### src/design/quaternion_gyro_aim_stick_mapper_core_defines.svh
// assertion macros for the gyro aim stick mapper core
// expects signals named clock and reset in the including module
`ifndef QUATERNION_GYRO_AIM_STICK_MAPPER_CORE_DEFINES_SVH
`define QUATERNION_GYRO_AIM_STICK_MAPPER_CORE_DEFINES_SVH

// property that must hold at every clock edge outside reset
`define QGASM_ASSERT(label, prop, msg) \
   label: assert property (@(posedge clock) disable iff (reset) (prop)) else $error(msg);

// cause in one cycle implies effect in the next
`define QGASM_ASSERT_NEXT(label, cause, effect, msg) \
   label: assert property (@(posedge clock) disable iff (reset) (cause) |=> (effect)) else $error(msg);

`endif

### src/design/qgasm_pkg.sv
// types, constants and the arctangent table of the gyro aim stick mapper
// no dependencies
package qgasm_pkg;

   localparam int CW      = 40;
   localparam int AW      = 28;
   localparam int DW      = AW + 1;
   localparam int MAW     = 33;
   localparam int MBW     = 32;
   localparam int PW      = MAW + MBW;
   localparam int RW      = 61;
   localparam int WW      = 31;
   localparam int VW      = 40;
   localparam int STICK_W = 12;
   localparam int CNT_W   = 5;
   localparam int CSR_IW  = 3;
   localparam int CSR_DW  = 12;

   localparam logic signed [AW-1:0] DEG90  = 28'sd5898240;
   localparam logic signed [AW-1:0] DEG180 = 28'sd11796480;
   localparam logic signed [AW-1:0] DEG360 = 28'sd23592960;
   localparam logic signed [DW-1:0] DEG540 = 29'sd35389440;

   localparam logic [63:0]          ONE60    = 64'h1000_0000_0000_0000;
   localparam logic [RW-1:0]        BIT_INIT = {1'b1, 60'd0};
   localparam logic [WW-1:0]        W_ONE    = 31'h4000_0000;
   localparam logic signed [CW-1:0] HALF_Q30 = 40'sd536870912;

   localparam logic signed [VW-1:0] V_LO   = 40'sd65536;
   localparam logic signed [VW-1:0] V_HI   = 40'sd262144000;
   localparam logic [11:0]          AIM_LO = 12'd1;
   localparam logic [11:0]          AIM_HI = 12'd4000;

   localparam logic [CNT_W-1:0] SQ_LAST   = 5'd3;
   localparam logic [CNT_W-1:0] ROOT_LAST = 5'd30;
   localparam logic [CNT_W-1:0] PROD_LAST = 5'd4;
   localparam logic [CNT_W-1:0] MAP_LAST  = 5'd3;

   typedef struct packed {
      logic                      quat_valid;
      logic signed [31:0]        quat_x;
      logic signed [31:0]        quat_y;
      logic signed [31:0]        quat_z;
      logic                      gyro_pressed;
      logic [STICK_W-1:0]        stick_x;
      logic [STICK_W-1:0]        stick_y;
   } req_type;

   typedef struct packed {
      logic [11:0] right_x;
      logic [11:0] right_y;
      logic [11:0] left_x;
      logic [11:0] left_y;
      logic        gyro_active;
   } rsp_type;

   typedef enum logic [CSR_IW-1:0] {
      CSR_MODE     = 3'd0,
      CSR_YAW_DZ   = 3'd1,
      CSR_ROLL_DZ  = 3'd2,
      CSR_YAW_GAIN = 3'd3,
      CSR_ROLL_GAIN = 3'd4,
      CSR_CENTRE   = 3'd5,
      CSR_STICK_DZ = 3'd6
   } csr_index_type;

   typedef enum logic [1:0] {
      MODE_DI    = 2'd0,
      MODE_XI    = 2'd1,
      MODE_SW    = 2'd2,
      MODE_RETRO = 2'd3
   } mode_type;

   typedef enum logic [8:0] {
      S_IDLE  = 9'b000000001,
      S_SQ    = 9'b000000010,
      S_RINIT = 9'b000000100,
      S_ROOT  = 9'b000001000,
      S_PROD  = 9'b000010000,
      S_CROLL = 9'b000100000,
      S_CYAW  = 9'b001000000,
      S_MAP   = 9'b010000000,
      S_DONE  = 9'b100000000
   } state_type;

   typedef struct packed {
      logic                 start;
      logic signed [CW-1:0] y;
      logic signed [CW-1:0] x;
   } cordic_req_type;

   typedef struct packed {
      logic                 done;
      logic signed [AW-1:0] angle;
   } cordic_rsp_type;

   function automatic logic signed [AW-1:0] atan_deg(input logic [4:0] i);
      logic signed [AW-1:0] v;
      unique case (i)
         5'd0:  v = 28'sd2949120;
         5'd1:  v = 28'sd1740967;
         5'd2:  v = 28'sd919879;
         5'd3:  v = 28'sd466945;
         5'd4:  v = 28'sd234379;
         5'd5:  v = 28'sd117304;
         5'd6:  v = 28'sd58666;
         5'd7:  v = 28'sd29335;
         5'd8:  v = 28'sd14668;
         5'd9:  v = 28'sd7334;
         5'd10: v = 28'sd3667;
         5'd11: v = 28'sd1833;
         5'd12: v = 28'sd917;
         5'd13: v = 28'sd458;
         5'd14: v = 28'sd229;
         5'd15: v = 28'sd115;
         5'd16: v = 28'sd57;
         5'd17: v = 28'sd29;
         5'd18: v = 28'sd14;
         5'd19: v = 28'sd7;
         5'd20: v = 28'sd4;
         5'd21: v = 28'sd2;
         5'd22: v = 28'sd1;
         default: v = '0;
      endcase
      return v;
   endfunction

endpackage

### src/design/qgasm_mul.sv
// shared signed multiplier with registered product
// depends on qgasm_pkg
module qgasm_mul (
   input  logic                           clock,
   input  logic signed [qgasm_pkg::MAW-1:0] mul_a,
   input  logic signed [qgasm_pkg::MBW-1:0] mul_b,
   output logic signed [qgasm_pkg::PW-1:0]  mul_p_ff
);
   import qgasm_pkg::*;

   logic signed [PW-1:0] mul_p_in;

   assign mul_p_in = PW'(mul_a) * PW'(mul_b);

   always_ff @(posedge clock) begin
      mul_p_ff <= mul_p_in;
   end

endmodule

### config.mk
export PLATFORM = sky130hd
export DESIGN_NAME = qgasm_mul
export DESIGN_NICKNAME = d
export VERILOG_FILES = /design/src/design/quaternion_gyro_aim_stick_mapper_core_defines.svh /design/src/design/qgasm_pkg.sv /design/src/design/qgasm_mul.sv
export SDC_FILE = /design/constraint.sdc
export NUM_CORES = 2
export LEC_CHECK = 0
export BUFFER_PORTS_ARGS = -buffer_cell sky130_fd_sc_hd__buf_2
export CAP_MARGIN = 20
export CORE_MARGIN = 2
export CORE_UTILIZATION = 60
export CTS_CLUSTER_DIAMETER = 50
export DETAILED_ROUTE_END_ITERATION = 10
export GPL_TIMING_DRIVEN = 0
export PLACE_DENSITY = 0.92
export SYNTH_ARGS = -nofsm -noshare
export SYNTH_HDL_FRONTEND = slang
export SYNTH_SLANG_ARGS = --single-unit
### constraint.sdc
create_clock -name clock -period 7.5 [get_ports clock]
set_input_delay 0.75 -clock clock [delete_from_list [all_inputs] [get_ports clock]]
set_output_delay 0.75 -clock clock [all_outputs]
set_load 0.005 [all_outputs]
## Word-level counts from Yosys, hierarchy flattened

Cells that the tools add are included.

- Multipliers: 1

Operators by type and width:

| cell | count |
|---|---|
| 33-bit by 32-bit multiplier with 65-bit output | 1 |

- Register bits after elaboration: 65
- Input bits: 66
- Output and inout port bits: 65

## Longest topological paths before layout

- Depth after elaboration: 1
- Gate-level depth with buffers: 28

## Worst setup path before layout

Ideal clock, no wire load.

- Kind: input port to flip-flop
- Start point: input port mul_a[32] (netlist bit)
- End point: register mul_p_ff[64] (netlist bit)
- Slack: -441 ps
- Data required time: 7428 ps
- Cell stages on the path: 26
- Arrival: 7869 ps
- Cells stage by stage: clkbuf_1 nand2_1 inv_1 fa_1 inv_1 fa_1 inv_1 fa_1 fa_1 inv_1 fa_1 inv_1 fa_1 inv_1 fa_1 inv_1 fa_1 ha_1 a21o_1 o41ai_1 nand2_1 o21ai_0 nand4_1 a31o_2 a21oi_2 xnor2_1

- Longest elaborated chain between the ends: 1

Ends and longest elaborated chain:

| item | line | text |
|---|---|---|
| start, declared | qgasm_mul.sv:5 | `input logic signed [qgasm_pkg::MAW-1:0] mul_a,` |
| 33-bit by 32-bit multiplier with 65-bit output | qgasm_mul.sv:13 | `assign mul_p_in = PW'(mul_a) * PW'(mul_b);` |
| net mul_p_in[64] | qgasm_mul.sv:11 | `logic signed [PW-1:0] mul_p_in;` |
| end signal, assigned | qgasm_mul.sv:16 | `mul_p_ff <= mul_p_in;` |
| end, declared | qgasm_mul.sv:7 | `output logic signed [qgasm_pkg::PW-1:0] mul_p_ff` |

The timed path passes the listed nets, and every way through them passes these cells.

## Final worst setup path

- Start point: input port mul_b[15] (netlist bit)
- End point: register mul_p_ff[64] (netlist bit)

- Longest elaborated chain between the ends: 1

Ends and longest elaborated chain:

| item | line | text |
|---|---|---|
| start, declared | qgasm_mul.sv:6 | `input logic signed [qgasm_pkg::MBW-1:0] mul_b,` |
| 33-bit by 32-bit multiplier with 65-bit output | qgasm_mul.sv:13 |  |
| net mul_p_in[64] | qgasm_mul.sv:11 |  |

The timed path passes the listed nets, and every way through them passes these cells.

==> results.ini <==
[die]
core_area_um2=63200
boundaryPins=131
dieArea_um2=66100
floorplan.initialDensity=0.609
die_h_um=257
num_rows=92
dieWidth_um=257

[timing]
setup_slack_ns=-0.696
fmax_mhz=122
fin_crit_sh=1.09
finalSetupViolations=17
min_period_ns=8.20
hold_viol_final=0
grt_setup_unrepaired=yes
tightest_slew_ns=0.812
slew_violations=0
max_slew_margin=0.458

[outcome]
status=complete, but fails checks
failed_checks=setup timing

[place]
place.gp.congestion=1.11
dp_slack_ns=-2.44
portBuffers=130
dp_hpwl_um=112000

[worst_setup_path]
critical_path_required_ns=7.82
cp_max_fo=10
arrival_ns=8.52
worst_setup_path_start_kind=primary input
endpoint_kind=register
worstSetupPathType=in -> reg

[grt]
use_met2=0.650
grt_overflow_total=0
grt_use_met1=0.502
grt_max_degree=24
grtUsageTotal=0.435
grt_pass1_wl_um=209000
antenna_found_initial=21
grtUsageMet3=0.169
grt_pass1_vias=34700
busiest_layer=met2

[drt]
first_pass_iters=9
via_per_inst=6.31
drt-total-wl_um=151000
dr_total_vias=33000
antenna_left=0
drtIter0Drc=4509
wl_per_cell_um=28.9
post-route-drc-count=0

[logic_synthesis]
netlist-cell-type-count=59
ys_seq_area_frac=0.0338
avgSynthCellArea_um2=9.48
synth-main-ff-cell=dfxtp_1
syn_inst=4055
synth_area_um2=38500
async_reset_ff_frac=0
synth_warnings=0
syn-num-nets=5419
synth_enable_flop_cells=0
synth-seq-cells=65

[finish]
max_flop_register=mul_p_ff
multi_input_area_um2=33900
layout_common_cells=fa_1, inv_1, nand2_1, and2_1, buf_4
finalNetCount=5726
nFillCells=3994
area_delta_synth_final_pct=18.1
final_common_cell=fa_1
drive_gt1_frac=0.179
largest_reg_flops=65
largestRegisters=mul_p_ff: 65 flops
seq_area_um2=1300

[clock_tree]
cts_tree=yes
clk_path_buf_depth=2
hold_buffers=0
cts-root-buf=clkbuf_16
htreeDepth=3
clock_sinks=65
numCtsBuffers=9
clk_pin_slew_ns=0.07

[flow_run]
drv_cap=0

[min_path]
hold_class=in -> reg

stage by stage:
stage | hold slack (ns) | instances | utilization | instance area, um2 | setup TNS (ns)
4_1_cts | 0.774 | 5081 | 0.678 | 42800 | -0.800
3_5_place_dp | 1.12 | 5031 | 0.637 | 40200 | -47.78
5_1_grt | 0.794 | 5221 | 0.718 | 45400 | -6.06
2_1_floorplan | 0.877 | 4055 | - | 38500 | -0.0205
6_report | 0.794 | 5230 | 0.719 | 45400 | -5.10
3_3_place_gp | 1.13 | 5031 | 0.637 | 40200 | -45.06
synth_stat cells (all sizes together) (5+ instances only):
master | n | area share
and2 | 535 | 0.087
o211ai | 14 | 0.0027
o21bai | 12 | 0.0024
fa | 1112 | 0.58
xnor2 | 47 | 0.011
a21oi | 61 | 0.0080
nor2b | 7 | 0.0011
nor2 | 65 | 0.0063
dfxtp | 65 | 0.034
nor3 | 12 | 0.0016
nand3 | 19 | 0.0025
nand4 | 9 | 0.0015
o21ai | 38 | 0.0049
a21o | 22 | 0.0043
nand2 | 540 | 0.053
o31ai | 8 | 0.0016
a31oi | 11 | 0.0023
buf | 8 | 0.0010
nand2b | 14 | 0.0023
clkbuf | 203 | 0.020
inv | 991 | 0.097
ha | 186 | 0.061
and3 | 5 | 0.00081
a211oi | 5 | 0.0012
xor2 | 24 | 0.0055
critical path: stages:
cell	delay [ns]
buf_2	0.25
buf_6	0.23
and2_1	0.24
fa_2	0.52
inv_2	0.14
fa_2	0.50
fa_2	0.77
clkinvlp_4	0.24
buf_4	0.19
fa_1	0.50
fa_1	0.53
fa_1	0.51
inv_1	0.06
fa_1	0.53
inv_1	0.13
fa_1	0.52
ha_1	0.37
and3_4	0.20
nand2_2	0.11
nor3_4	0.05
buf_6	0.14
o31ai_4	0.13
nand4_1	0.26
a31o_2	0.29
a21oi_2	0.17
xnor2_1	0.17
timing repair:
| action | 4_1_cts | 5_1_grt |
|---|---|---|
| pin swaps | 52 | 167 |
| gates resized for setup | 596 | 549 |
| setup endpoints to repair | 34 | 25 |
| gates cloned | 1 | 5 |
| buffers inserted | 39 | 130 |
final cells by class:
| cell class | count | area share |
|---|---|---|
| sequential | 65 | 0.0287 |
| clock inverter | 6 | 0.00152 |
| buffer | 204 | 0.0571 |
| inverter | 991 | 0.0825 |
| timing repair buffer | 303 | 0.0550 |
| antenna | 17 | 0.000937 |
| clock buffer | 10 | 0.00504 |
| tap | 846 | 0.0233 |
| multi-input combinational | 2788 | 0.746 |
routing by layer:
layer | vias up | wire length [um]
met5 | - | 314
met4 | 16 | 18000
met3 | 1362 | 24300
met2 | 3297 | 64600
met1 | 16200 | 44100
li1 | 12200 | -
final timing paths:
path | slack (ns) | endpoint | from | depth (start not counted)
worst max-delay path | -0.70 | mul_p_ff[64]$_DFF_P_ | mul_b[15] | 26
worst min-delay path | 0.79 | mul_p_ff[0]$_DFF_P_ | mul_b[0] | 2
logic make-up (layout without fill, tap and decap cells):
logic type / Yosys count / count (layout) / share of synthesized area
fa+ha+maj: 1298 / 1298 / 0.639
simple gates: 1218 / 1218 / 0.158
mux: 1 / 1 / 0.000293
xor+xnor: 71 / 71 / 0.0162
flops: 65 / 65 / 0.0338
buf+inv: 1202 / 1514 / 0.118
other cells: 0 / 17 / 0
compound gates: 200 / 200 / 0.0346
Power is left out: the tool's default activity adds up to more than one toggle a clock period on the data nets, which glitch-free logic cannot reach.
