$ cat config.mk
export PLATFORM = sky130hd
export DESIGN_NAME = qgasm_cordic
export DESIGN_NICKNAME = d
export VERILOG_FILES = /design/src/design/quaternion_gyro_aim_stick_mapper_core_defines.svh /design/src/design/qgasm_pkg.sv /design/src/design/qgasm_cordic.sv
export SDC_FILE = /design/constraint.sdc
export NUM_CORES = 1
export LEC_CHECK = 0
export ABC_AREA = 1
export CAP_MARGIN = 20
export CORE_MARGIN = 4
export CORE_UTILIZATION = 30
export CTS_CLUSTER_DIAMETER = 200
export CTS_CLUSTER_SIZE = 10
export DETAILED_ROUTE_END_ITERATION = 6
export DONT_BUFFER_PORTS = 1
export HOLD_SLACK_MARGIN = 0.15
export PLACE_DENSITY = 0.54
export SLEW_MARGIN = 25
export SYNTH_ARGS = -nofsm -noshare
export SYNTH_HDL_FRONTEND = slang
export SYNTH_SLANG_ARGS = --single-unit
$ cat constraint.sdc
create_clock -name clock -period 6.22 [get_ports clock]
set_input_delay 0.311 -clock clock [delete_from_list [all_inputs] [get_ports clock]]
set_output_delay 0.311 -clock clock [all_outputs]
set_load 0.02 [all_outputs]
$ cat src/design/quaternion_gyro_aim_stick_mapper_core_defines.svh
// assertion macros for the gyro aim stick mapper core
// expects signals named clock and reset in the including module
`ifndef QUATERNION_GYRO_AIM_STICK_MAPPER_CORE_DEFINES_SVH
`define QUATERNION_GYRO_AIM_STICK_MAPPER_CORE_DEFINES_SVH

// property that must hold at every clock edge outside reset
`define QGASM_ASSERT(label, prop, msg) \
   label: assert property (@(posedge clock) disable iff (reset) (prop)) else $error(msg);

// cause in one cycle implies effect in the next
`define QGASM_ASSERT_NEXT(label, cause, effect, msg) \
   label: assert property (@(posedge clock) disable iff (reset) (cause) |=> (effect)) else $error(msg);

`endif

$ cat src/design/qgasm_pkg.sv
// types, constants and the arctangent table of the gyro aim stick mapper
// no dependencies
package qgasm_pkg;

   localparam int CW      = 40;
   localparam int AW      = 28;
   localparam int DW      = AW + 1;
   localparam int MAW     = 33;
   localparam int MBW     = 32;
   localparam int PW      = MAW + MBW;
   localparam int RW      = 61;
   localparam int WW      = 31;
   localparam int VW      = 40;
   localparam int STICK_W = 12;
   localparam int CNT_W   = 5;
   localparam int CSR_IW  = 3;
   localparam int CSR_DW  = 12;

   localparam logic signed [AW-1:0] DEG90  = 28'sd5898240;
   localparam logic signed [AW-1:0] DEG180 = 28'sd11796480;
   localparam logic signed [AW-1:0] DEG360 = 28'sd23592960;
   localparam logic signed [DW-1:0] DEG540 = 29'sd35389440;

   localparam logic [63:0]          ONE60    = 64'h1000_0000_0000_0000;
   localparam logic [RW-1:0]        BIT_INIT = {1'b1, 60'd0};
   localparam logic [WW-1:0]        W_ONE    = 31'h4000_0000;
   localparam logic signed [CW-1:0] HALF_Q30 = 40'sd536870912;

   localparam logic signed [VW-1:0] V_LO   = 40'sd65536;
   localparam logic signed [VW-1:0] V_HI   = 40'sd262144000;
   localparam logic [11:0]          AIM_LO = 12'd1;
   localparam logic [11:0]          AIM_HI = 12'd4000;

   localparam logic [CNT_W-1:0] SQ_LAST   = 5'd3;
   localparam logic [CNT_W-1:0] ROOT_LAST = 5'd30;
   localparam logic [CNT_W-1:0] PROD_LAST = 5'd4;
   localparam logic [CNT_W-1:0] MAP_LAST  = 5'd3;

   typedef struct packed {
      logic                      quat_valid;
      logic signed [31:0]        quat_x;
      logic signed [31:0]        quat_y;
      logic signed [31:0]        quat_z;
      logic                      gyro_pressed;
      logic [STICK_W-1:0]        stick_x;
      logic [STICK_W-1:0]        stick_y;
   } req_type;

   typedef struct packed {
      logic [11:0] right_x;
      logic [11:0] right_y;
      logic [11:0] left_x;
      logic [11:0] left_y;
      logic        gyro_active;
   } rsp_type;

   typedef enum logic [CSR_IW-1:0] {
      CSR_MODE     = 3'd0,
      CSR_YAW_DZ   = 3'd1,
      CSR_ROLL_DZ  = 3'd2,
      CSR_YAW_GAIN = 3'd3,
      CSR_ROLL_GAIN = 3'd4,
      CSR_CENTRE   = 3'd5,
      CSR_STICK_DZ = 3'd6
   } csr_index_type;

   typedef enum logic [1:0] {
      MODE_DI    = 2'd0,
      MODE_XI    = 2'd1,
      MODE_SW    = 2'd2,
      MODE_RETRO = 2'd3
   } mode_type;

   typedef enum logic [8:0] {
      S_IDLE  = 9'b000000001,
      S_SQ    = 9'b000000010,
      S_RINIT = 9'b000000100,
      S_ROOT  = 9'b000001000,
      S_PROD  = 9'b000010000,
      S_CROLL = 9'b000100000,
      S_CYAW  = 9'b001000000,
      S_MAP   = 9'b010000000,
      S_DONE  = 9'b100000000
   } state_type;

   typedef struct packed {
      logic                 start;
      logic signed [CW-1:0] y;
      logic signed [CW-1:0] x;
   } cordic_req_type;

   typedef struct packed {
      logic                 done;
      logic signed [AW-1:0] angle;
   } cordic_rsp_type;

   function automatic logic signed [AW-1:0] atan_deg(input logic [4:0] i);
      logic signed [AW-1:0] v;
      unique case (i)
         5'd0:  v = 28'sd2949120;
         5'd1:  v = 28'sd1740967;
         5'd2:  v = 28'sd919879;
         5'd3:  v = 28'sd466945;
         5'd4:  v = 28'sd234379;
         5'd5:  v = 28'sd117304;
         5'd6:  v = 28'sd58666;
         5'd7:  v = 28'sd29335;
         5'd8:  v = 28'sd14668;
         5'd9:  v = 28'sd7334;
         5'd10: v = 28'sd3667;
         5'd11: v = 28'sd1833;
         5'd12: v = 28'sd917;
         5'd13: v = 28'sd458;
         5'd14: v = 28'sd229;
         5'd15: v = 28'sd115;
         5'd16: v = 28'sd57;
         5'd17: v = 28'sd29;
         5'd18: v = 28'sd14;
         5'd19: v = 28'sd7;
         5'd20: v = 28'sd4;
         5'd21: v = 28'sd2;
         5'd22: v = 28'sd1;
         default: v = '0;
      endcase
      return v;
   endfunction

endpackage

$ cat src/design/qgasm_cordic.sv
// iterative vectoring cordic atan2 in degrees, one rotation per cycle
// depends on qgasm_pkg for widths, angle constants and the arctangent table
module qgasm_cordic #(
   parameter int STEPS = 24
) (
   input  logic                      clock,
   input  logic                      reset,
   input  qgasm_pkg::cordic_req_type creq,
   output qgasm_pkg::cordic_rsp_type crsp
);
   import qgasm_pkg::*;

   localparam int SW = $clog2(STEPS);
   localparam logic [SW-1:0] LAST = SW'(STEPS - 1);

   logic signed [CW-1:0] x_ff, y_ff, dx, dy;
   logic signed [AW-1:0] z_ff, tab;
   logic [SW-1:0]        step_ff;
   logic [4:0]           idx;
   logic                 busy_ff, done_ff, on_axis;

   assign idx     = 5'(step_ff);
   assign dx      = y_ff >>> idx;
   assign dy      = x_ff >>> idx;
   assign tab     = atan_deg(idx);
   assign on_axis = (creq.y == '0) || (creq.x == '0);

   always_ff @(posedge clock) begin
      if (reset) begin
         busy_ff <= 1'b0;
         done_ff <= 1'b0;
         step_ff <= '0;
      end else begin
         done_ff <= 1'b0;
         if (busy_ff) begin
            step_ff <= SW'(step_ff + 1'b1);
            if (step_ff == LAST) begin
               busy_ff <= 1'b0;
               done_ff <= 1'b1;
            end
         end else if (creq.start) begin
            step_ff <= '0;
            if (on_axis) begin
               done_ff <= 1'b1;
            end else begin
               busy_ff <= 1'b1;
            end
         end
      end
   end

   always_ff @(posedge clock) begin
      if (busy_ff) begin
         if (!y_ff[CW-1]) begin
            x_ff <= x_ff + dx;
            y_ff <= y_ff - dy;
            z_ff <= z_ff + tab;
         end else begin
            x_ff <= x_ff - dx;
            y_ff <= y_ff + dy;
            z_ff <= z_ff - tab;
         end
      end else if (creq.start) begin
         priority if (creq.y == '0) begin
            z_ff <= creq.x[CW-1] ? DEG180 : '0;
         end else if (creq.x == '0) begin
            z_ff <= creq.y[CW-1] ? -DEG90 : DEG90;
         end else if (creq.x[CW-1]) begin
            if (!creq.y[CW-1]) begin
               x_ff <= creq.y;
               y_ff <= -creq.x;
               z_ff <= DEG90;
            end else begin
               x_ff <= -creq.y;
               y_ff <= creq.x;
               z_ff <= -DEG90;
            end
         end else begin
            x_ff <= creq.x;
            y_ff <= creq.y;
            z_ff <= '0;
         end
      end
   end

   assign crsp.done  = done_ff;
   assign crsp.angle = z_ff;

endmodule

# Word-level counts from Yosys, hierarchy flattened
# Memory sizes are Yosys's and may differ from the RTL's. A register that Yosys moved wholly into a read port is not among the register bits.
# Cells that the tools add are included.
[totals]
wordCells = 60
mem_count = 1
rom_bits = 704
out_inout_bits = 29
ff_bits = 115
input_bits = 83
[memory_table]
columns = ["memory", "depth", "width", "rd", "rd_clocked_by_memory_dff", "wr", "line_no", "source"]
rows = [
  ["(no name shown)", 32, 22, 1, 1, 0, "qgasm_pkg.sv:99", "unique case (i)"],
]
[op_classes]
add_sub_neg = 9
n_shift = 2
reduce_logical = 5
n_eq_ne = 3
muxes = 34
[ops]
columns = ["operator", "count"]
rows = [
  ["2-to-1 mux 40 bit", 14],
  ["2-to-1 mux 28 bit", 7],
  ["adder 40 bit", 2],
  ["zero test 40 bit", 2],
  ["negator 40 bit", 2],
  [">>> shifter 40 x 5 -> 40 bit", 2],
  ["subtractor 40 bit", 2],
  ["adder 28 bit", 1],
  ["subtractor 28 bit", 1],
  ["2-to-1 mux 24 bit", 1],
  ["2-to-1 mux 5 bit", 4],
  ["2-to-1 mux 1 bit", 8],
  ["adder 5 x 1 -> 5 bit, second input constant", 1],
  ["== test 5 bit, second input constant", 1],
  ["inequality test 2 bit, second input constant", 2],
  ["AND reduction 3 bit", 1],
  ["nonzero test 2 bit", 1],
  ["logical OR 1 bit", 1],
]

# Logic depth before layout (Yosys ltp)
[depth]
ltp_word = 7
mapped_depth = 36
depth_no_buf = 34

# Worst setup path after synthesis
# No wires, ideal clock.
[synth_path]
kind = "register -> register"
from = "register step_ff[0] (netlist: idx[0])"
to = "register y_ff[27] (data pin)"
path_buffers = 3
required_ns = 5.966
setup_slack_ns = 2.030
synth_period_minus_slack_ns = 4.190
setup_ns = 0.254
t_arrival_ns = 3.936
path_stages_with_launch = 29
path_cell_list = "dfxtp_1 buf_6 inv_6 buf_6 buf_6 nand2_2 nand3_1 nand3_1 nand3_1 nand2_1 nand2_1 nand2_1 ha_1 inv_1 nor2_4 nor2_1 xnor2_1 inv_1 ha_1 nand2_1 o21ai_0 a21oi_1 o21ai_0 a21oi_1 o31ai_1 a21o_1 nand2_1 nand3_1 nand2_1"
[synth_via]
elab_chain_len = 4
word_cells_on_any_way = 5
cone_classes = "add/sub: 2; shift: 1; mux: 2"
[synth_lines]
columns = ["element", "line_no", "source"]
rows = [
  ["start, declared", "qgasm_cordic.sv:18", "logic [SW-1:0] step_ff;"],
  ["start signal, assigned", "qgasm_cordic.sv:36", "step_ff <= SW'(step_ff + 1'b1);"],
  [">>> shifter 40 x 5 -> 40 bit *", "qgasm_cordic.sv:24", "assign dy = x_ff >>> idx;"],
  ["subtractor 40 bit or adder 40 bit (tied branches)", "qgasm_cordic.sv:56, qgasm_cordic.sv:60", ""],
  ["2-to-1 mux 40 bit *", "qgasm_cordic.sv:54", "if (!y_ff[CW-1]) begin"],
  ["2-to-1 mux 40 bit *", "qgasm_cordic.sv:53", "if (busy_ff) begin"],
  ["end signal, assigned", "qgasm_cordic.sv:56", "y_ff <= y_ff - dy;"],
  ["end signal, assigned", "qgasm_cordic.sv:60", "y_ff <= y_ff + dy;"],
  ["end signal, assigned", "qgasm_cordic.sv:71", "y_ff <= -creq.x;"],
  ["end, declared", "qgasm_cordic.sv:16", "logic signed [CW-1:0] x_ff, y_ff, dx, dy;"],
]
# Every way passes the cells marked *; elsewhere a longest branch is shown, timed or not.
# A chain may end at the register's enable or synchronous reset.

# Worst setup path after layout
[layout_path]
from = "register step_ff[1] (netlist: idx[1])"
to = "register y_ff[38] (data pin)"
# Same word-level chain as after synthesis.

==> flow_metrics.py <==
metrics = {
    "layout": {
        "ff_latch_area_um2": 3830,
        "finalNetCount": 3918,
        "final_util": 0.325,
        "multi_input_comb_area_um2": 16100,
        "most-common-layout-cells": "sky130_fd_sc_hd__nand2_1, sky130_fd_sc_hd__nand3_1, sky130_fd_sc_hd__nor2_1",
        "layout_commonest_cell": "sky130_fd_sc_hd__nand2_1",
        "fillCellCount": 8350,
        "drive_gt1_frac": 0.0371,
        "area_growth_syn_to_layout_pct": 7.48,
        "count_of_inserted_antenna_diode_cells": 0,
        "stdcell_count": 4682,
    },
    "timing": {
        "setup_viol": 0,
        "rsz_0062_raised_after_global_routing": "false",
        "fin_hold_ws_ns": 0.166,
        "period_utilization_post_route": 0.895,
        "max-slew-margin-rel": 0.376,
        "timing_max_transition_violations_final": 0,
        "final_period_minus_worst_setup_slack_ns": 5.56,
        "worst_pin_slew_ns": 0.926,
        "tns_ns": 0,
        "maximum_frequency_from_static_timing_analysis_ghz": 0.180,
        "hold_vio_cnt_final": 0,
        "finClkSkew_ns": 0.0190,
    },
    "floorplan": {
        "rows": 99,
        "die_height_um": 279,
        "floorplan.die.width_um": 279,
        "start_util": 0.302,
        "io-pin-count": 112,
        "die_area_um2": 77800,
        "coreArea_um2": 72800,
    },
    "yosys": {
        "ys_warn_count": 0,
        "syn_area_cell_um2": 5.82,
        "synthArstFlopShare": 0,
        "postSynthCellCount": 3783,
        "edff_count_synth": 108,
        "synth_sequential_area_ratio": 0.174,
        "synth_fp_nets": 3991,
        "synth-seq-cells": 137,
        "post_synth_instance_area_um2": 22000,
        "yosys_most_used_dff": "sky130_fd_sc_hd__edfxtp_1",
        "synth.largest_area_cell": "sky130_fd_sc_hd__nand2_1",
        "synth_area_leaders": "sky130_fd_sc_hd__nand2_1, sky130_fd_sc_hd__edfxtp_1, sky130_fd_sc_hd__nand3_1",
        "yosys.cell_types.count": 59,
        "portion_of_synthesized_cell_area_occupied_by_the_leading_cell_type": 0.177,
    },
    "global_route": {
        "grt_pass1_wl_um": 143000,
        "grt_pass1_vias": 23500,
        "grt_start_max_net_pins": 86,
        "grt_util_all_layers": 0.236,
        "gr-total-overflow": 0,
        "grt_antenna_before_repair": 1,
    },
    "clock_tree": {
        "cts_tree": "built",
        "postCtsSetupBuffers": 0,
        "clock_insertion_delay_worst_skew_ns": 0.50,
        "htreeDepth": 4,
        "clock-root-buffer": "sky130_fd_sc_hd__clkbuf_16",
        "cts-root-to-sink-buffers": 2,
        "cts.clk_slew.worst_paths_ns": 0.07,
        "cts_buffers": 17,
        "cts.sinks": 137,
    },
    "setup_path": {
        "crit_path_most_repeated_cell": "sky130_fd_sc_hd__nand2_1",
        "critPathSlowestCell": "sky130_fd_sc_hd__inv_4",
        "worst_ep_arrival_time_ns": 5.78,
        "critPathMaxFanout": 48,
        "worst_path_largest_cell_delay_ns": 0.38,
        "cp-start-kind": "register",
        "reg2reg_to": "y_ff[38]$_DFFE_PP_",
        "setup.worst_path.class": "reg2reg",
        "regToRegSetupSlack_ns": 0.66,
        "cp_top_family": "simple AND/OR/NAND/NOR gates",
        "cp_num_buf_inv": 5,
        "worst-endpoint-required_ns": 6.43,
        "end_kind": "register",
        "worst_r2r_path_depth": 29,
        "critical_path.reg2reg.startpoint": "idx[1]$_SDFFE_PP0N_",
    },
    "drt": {
        "post_drt_via_cell_ratio": 5.49,
        "detailedRoute.firstIterationViolations": 2843,
        "wl_per_cell_um": 20.3,
        "routed_wirelength_um": 95200,
        "detailedRoute.firstPassIterationCount": 7,
        "drcViolationCount": 0,
        "route.vias.total": 25700,
        "route.antenna.remaining_nets": 0,
    },
    "power_and_ir_drop": {
        "power_switching_w": 0.00663,
        "power.clock.fraction": 0.094,
        "power_per_cell_area_nw_per_um2": 474,
        "vdd.ir_drop.worst_uv": 292,
        "cellLeakagePower_nw": 10.9,
        "sequential_power_share": 0.175,
        "p_int_w": 0.00459,
        "pwr-share-comb": 0.732,
        "switching_share": 0.591,
    },
    "place": {
        "placement.io_buffers": 0,
        "place.gp.congestion": 1.00,
        "dpl.hpwl_um": 76400,
        "placed_cells_incl_taps": 4618,
    },
    "worst_hold_path": {
        "worst_hold_path_type": "in2reg",
        "timing.hold.worst_endpoint": "x_ff[25]$_DFFE_PP_",
        "hold_depth": 2,
        "hold_path.startpoint": "creq[25]",
    },
    "flow_run": {
        "max_cap_viol_count": 0,
    },
    "run_status": {
        "run_status": "complete, no violations",
    },
}
-- stage by stage --
| stage | area, µm² | setup slack (ns) | total power (W) |
|---|---|---|---|
| 6_report | 23700 | 0.656 | 0.0112 |
| 5_1_grt | 23700 | 0.140 | 0.0121 |
| 4_1_cts | 23700 | 0.786 | 0.0110 |
| 3_5_place_dp | 22800 | 0.814 | 0.00989 |
| 3_3_place_gp | 22800 | 0.822 | 0.00995 |
| 2_1_floorplan | 22000 | 2.03 | 0.00740 |
-- final cells by class --
| class | instances | area share |
|---|---|---|
| Clock inverter | 14 | 0.00534 |
| Timing Repair Buffer | 64 | 0.0258 |
| Clock buffer | 18 | 0.0186 |
| Multi-Input combinational cell | 3117 | 0.678 |
| Sequential cell | 137 | 0.162 |
| Tap cell | 959 | 0.0507 |
| Inverter | 373 | 0.0596 |
-- what timing repair did --
action	CTS	global route
hold endpoints to repair	26	0
hold buffers	32	0
resized for setup	0	0
-- power groups by stage --
stage | Combinational [W] | Sequential [W] | Clock [W]
after floorplan | 0.00582 | 0.00159 | 0
after detailed placement | 0.00794 | 0.00195 | 0
final | 0.00821 | 0.00196 | 0.00105
after CTS | 0.00803 | 0.00193 | 0.00107
after global placement | 0.00800 | 0.00196 | 0
after global routing | 0.00909 | 0.00195 | 0.00110
-- flip-flops by register name, indices dropped and copies added, names as in the netlist --
name and flops:
x_ff 40, y_ff 40, z_ff 28, tab 22, idx 5, busy_ff 1, done_ff 1
-- logic make-up (layout without fill, tap and decap cells) --
kind of cell,after synthesis,in the layout,share of synthesized area
simple gates,2149,2149,0.417
flops,137,137,0.174
fa+ha+maj,125,125,0.0720
compound gates,682,682,0.175
xor+xnor,161,161,0.0640
buf+inv,529,469,0.0976
-- routing by layer --
| metal | track usage | part of all wire | up-vias |
|---|---|---|---|
| li1 | - | - | 12600 |
| met1 | 0.320 | 0.43 | 11900 |
| met2 | 0.381 | 0.45 | 1050 |
| met3 | 0.0397 | 0.079 | 147 |
| met4 | 0.0837 | 0.036 | 2 |
| met5 | 0 | 0.00013 | - |
-- cell usage after synthesis, drive strengths merged (5+ instances only) --
cell type	count
inv	372
and3	5
a21oi	260
clkbuf	65
o31ai	15
o221ai	23
nand4	30
edfxtp	108
dfxtp	29
ha	122
o21a	16
nor4	19
xnor2	47
xor2	114
o21ai	251
buf	91
nand2	1054
a21o	21
o211ai	25
nor2	401
nand3	591
nor3	39
o21bai	18
a31oi	32
-- how the worst max path moves through the flow --
| stage | start | to | cells past startpoint |
|---|---|---|---|
| finish | idx[1]$_SDFFE_PP0N_ | y_ff[38]$_DFFE_PP_ | 29 |
| CTS | idx[1]$_SDFFE_PP0N_ | y_ff[38]$_DFFE_PP_ | 29 |
| global placement | idx[1]$_SDFFE_PP0N_ | y_ff[38]$_DFFE_PP_ | 29 |
| global route | idx[1]$_SDFFE_PP0N_ | y_ff[38]$_DFFE_PP_ | 29 |
| floorplan | idx[0]$_SDFFE_PP0N_ | y_ff[27]$_DFFE_PP_ | 28 |
| detailed placement | idx[1]$_SDFFE_PP0N_ | y_ff[38]$_DFFE_PP_ | 29 |
Note: power is estimated with default switching activity, not from simulation.
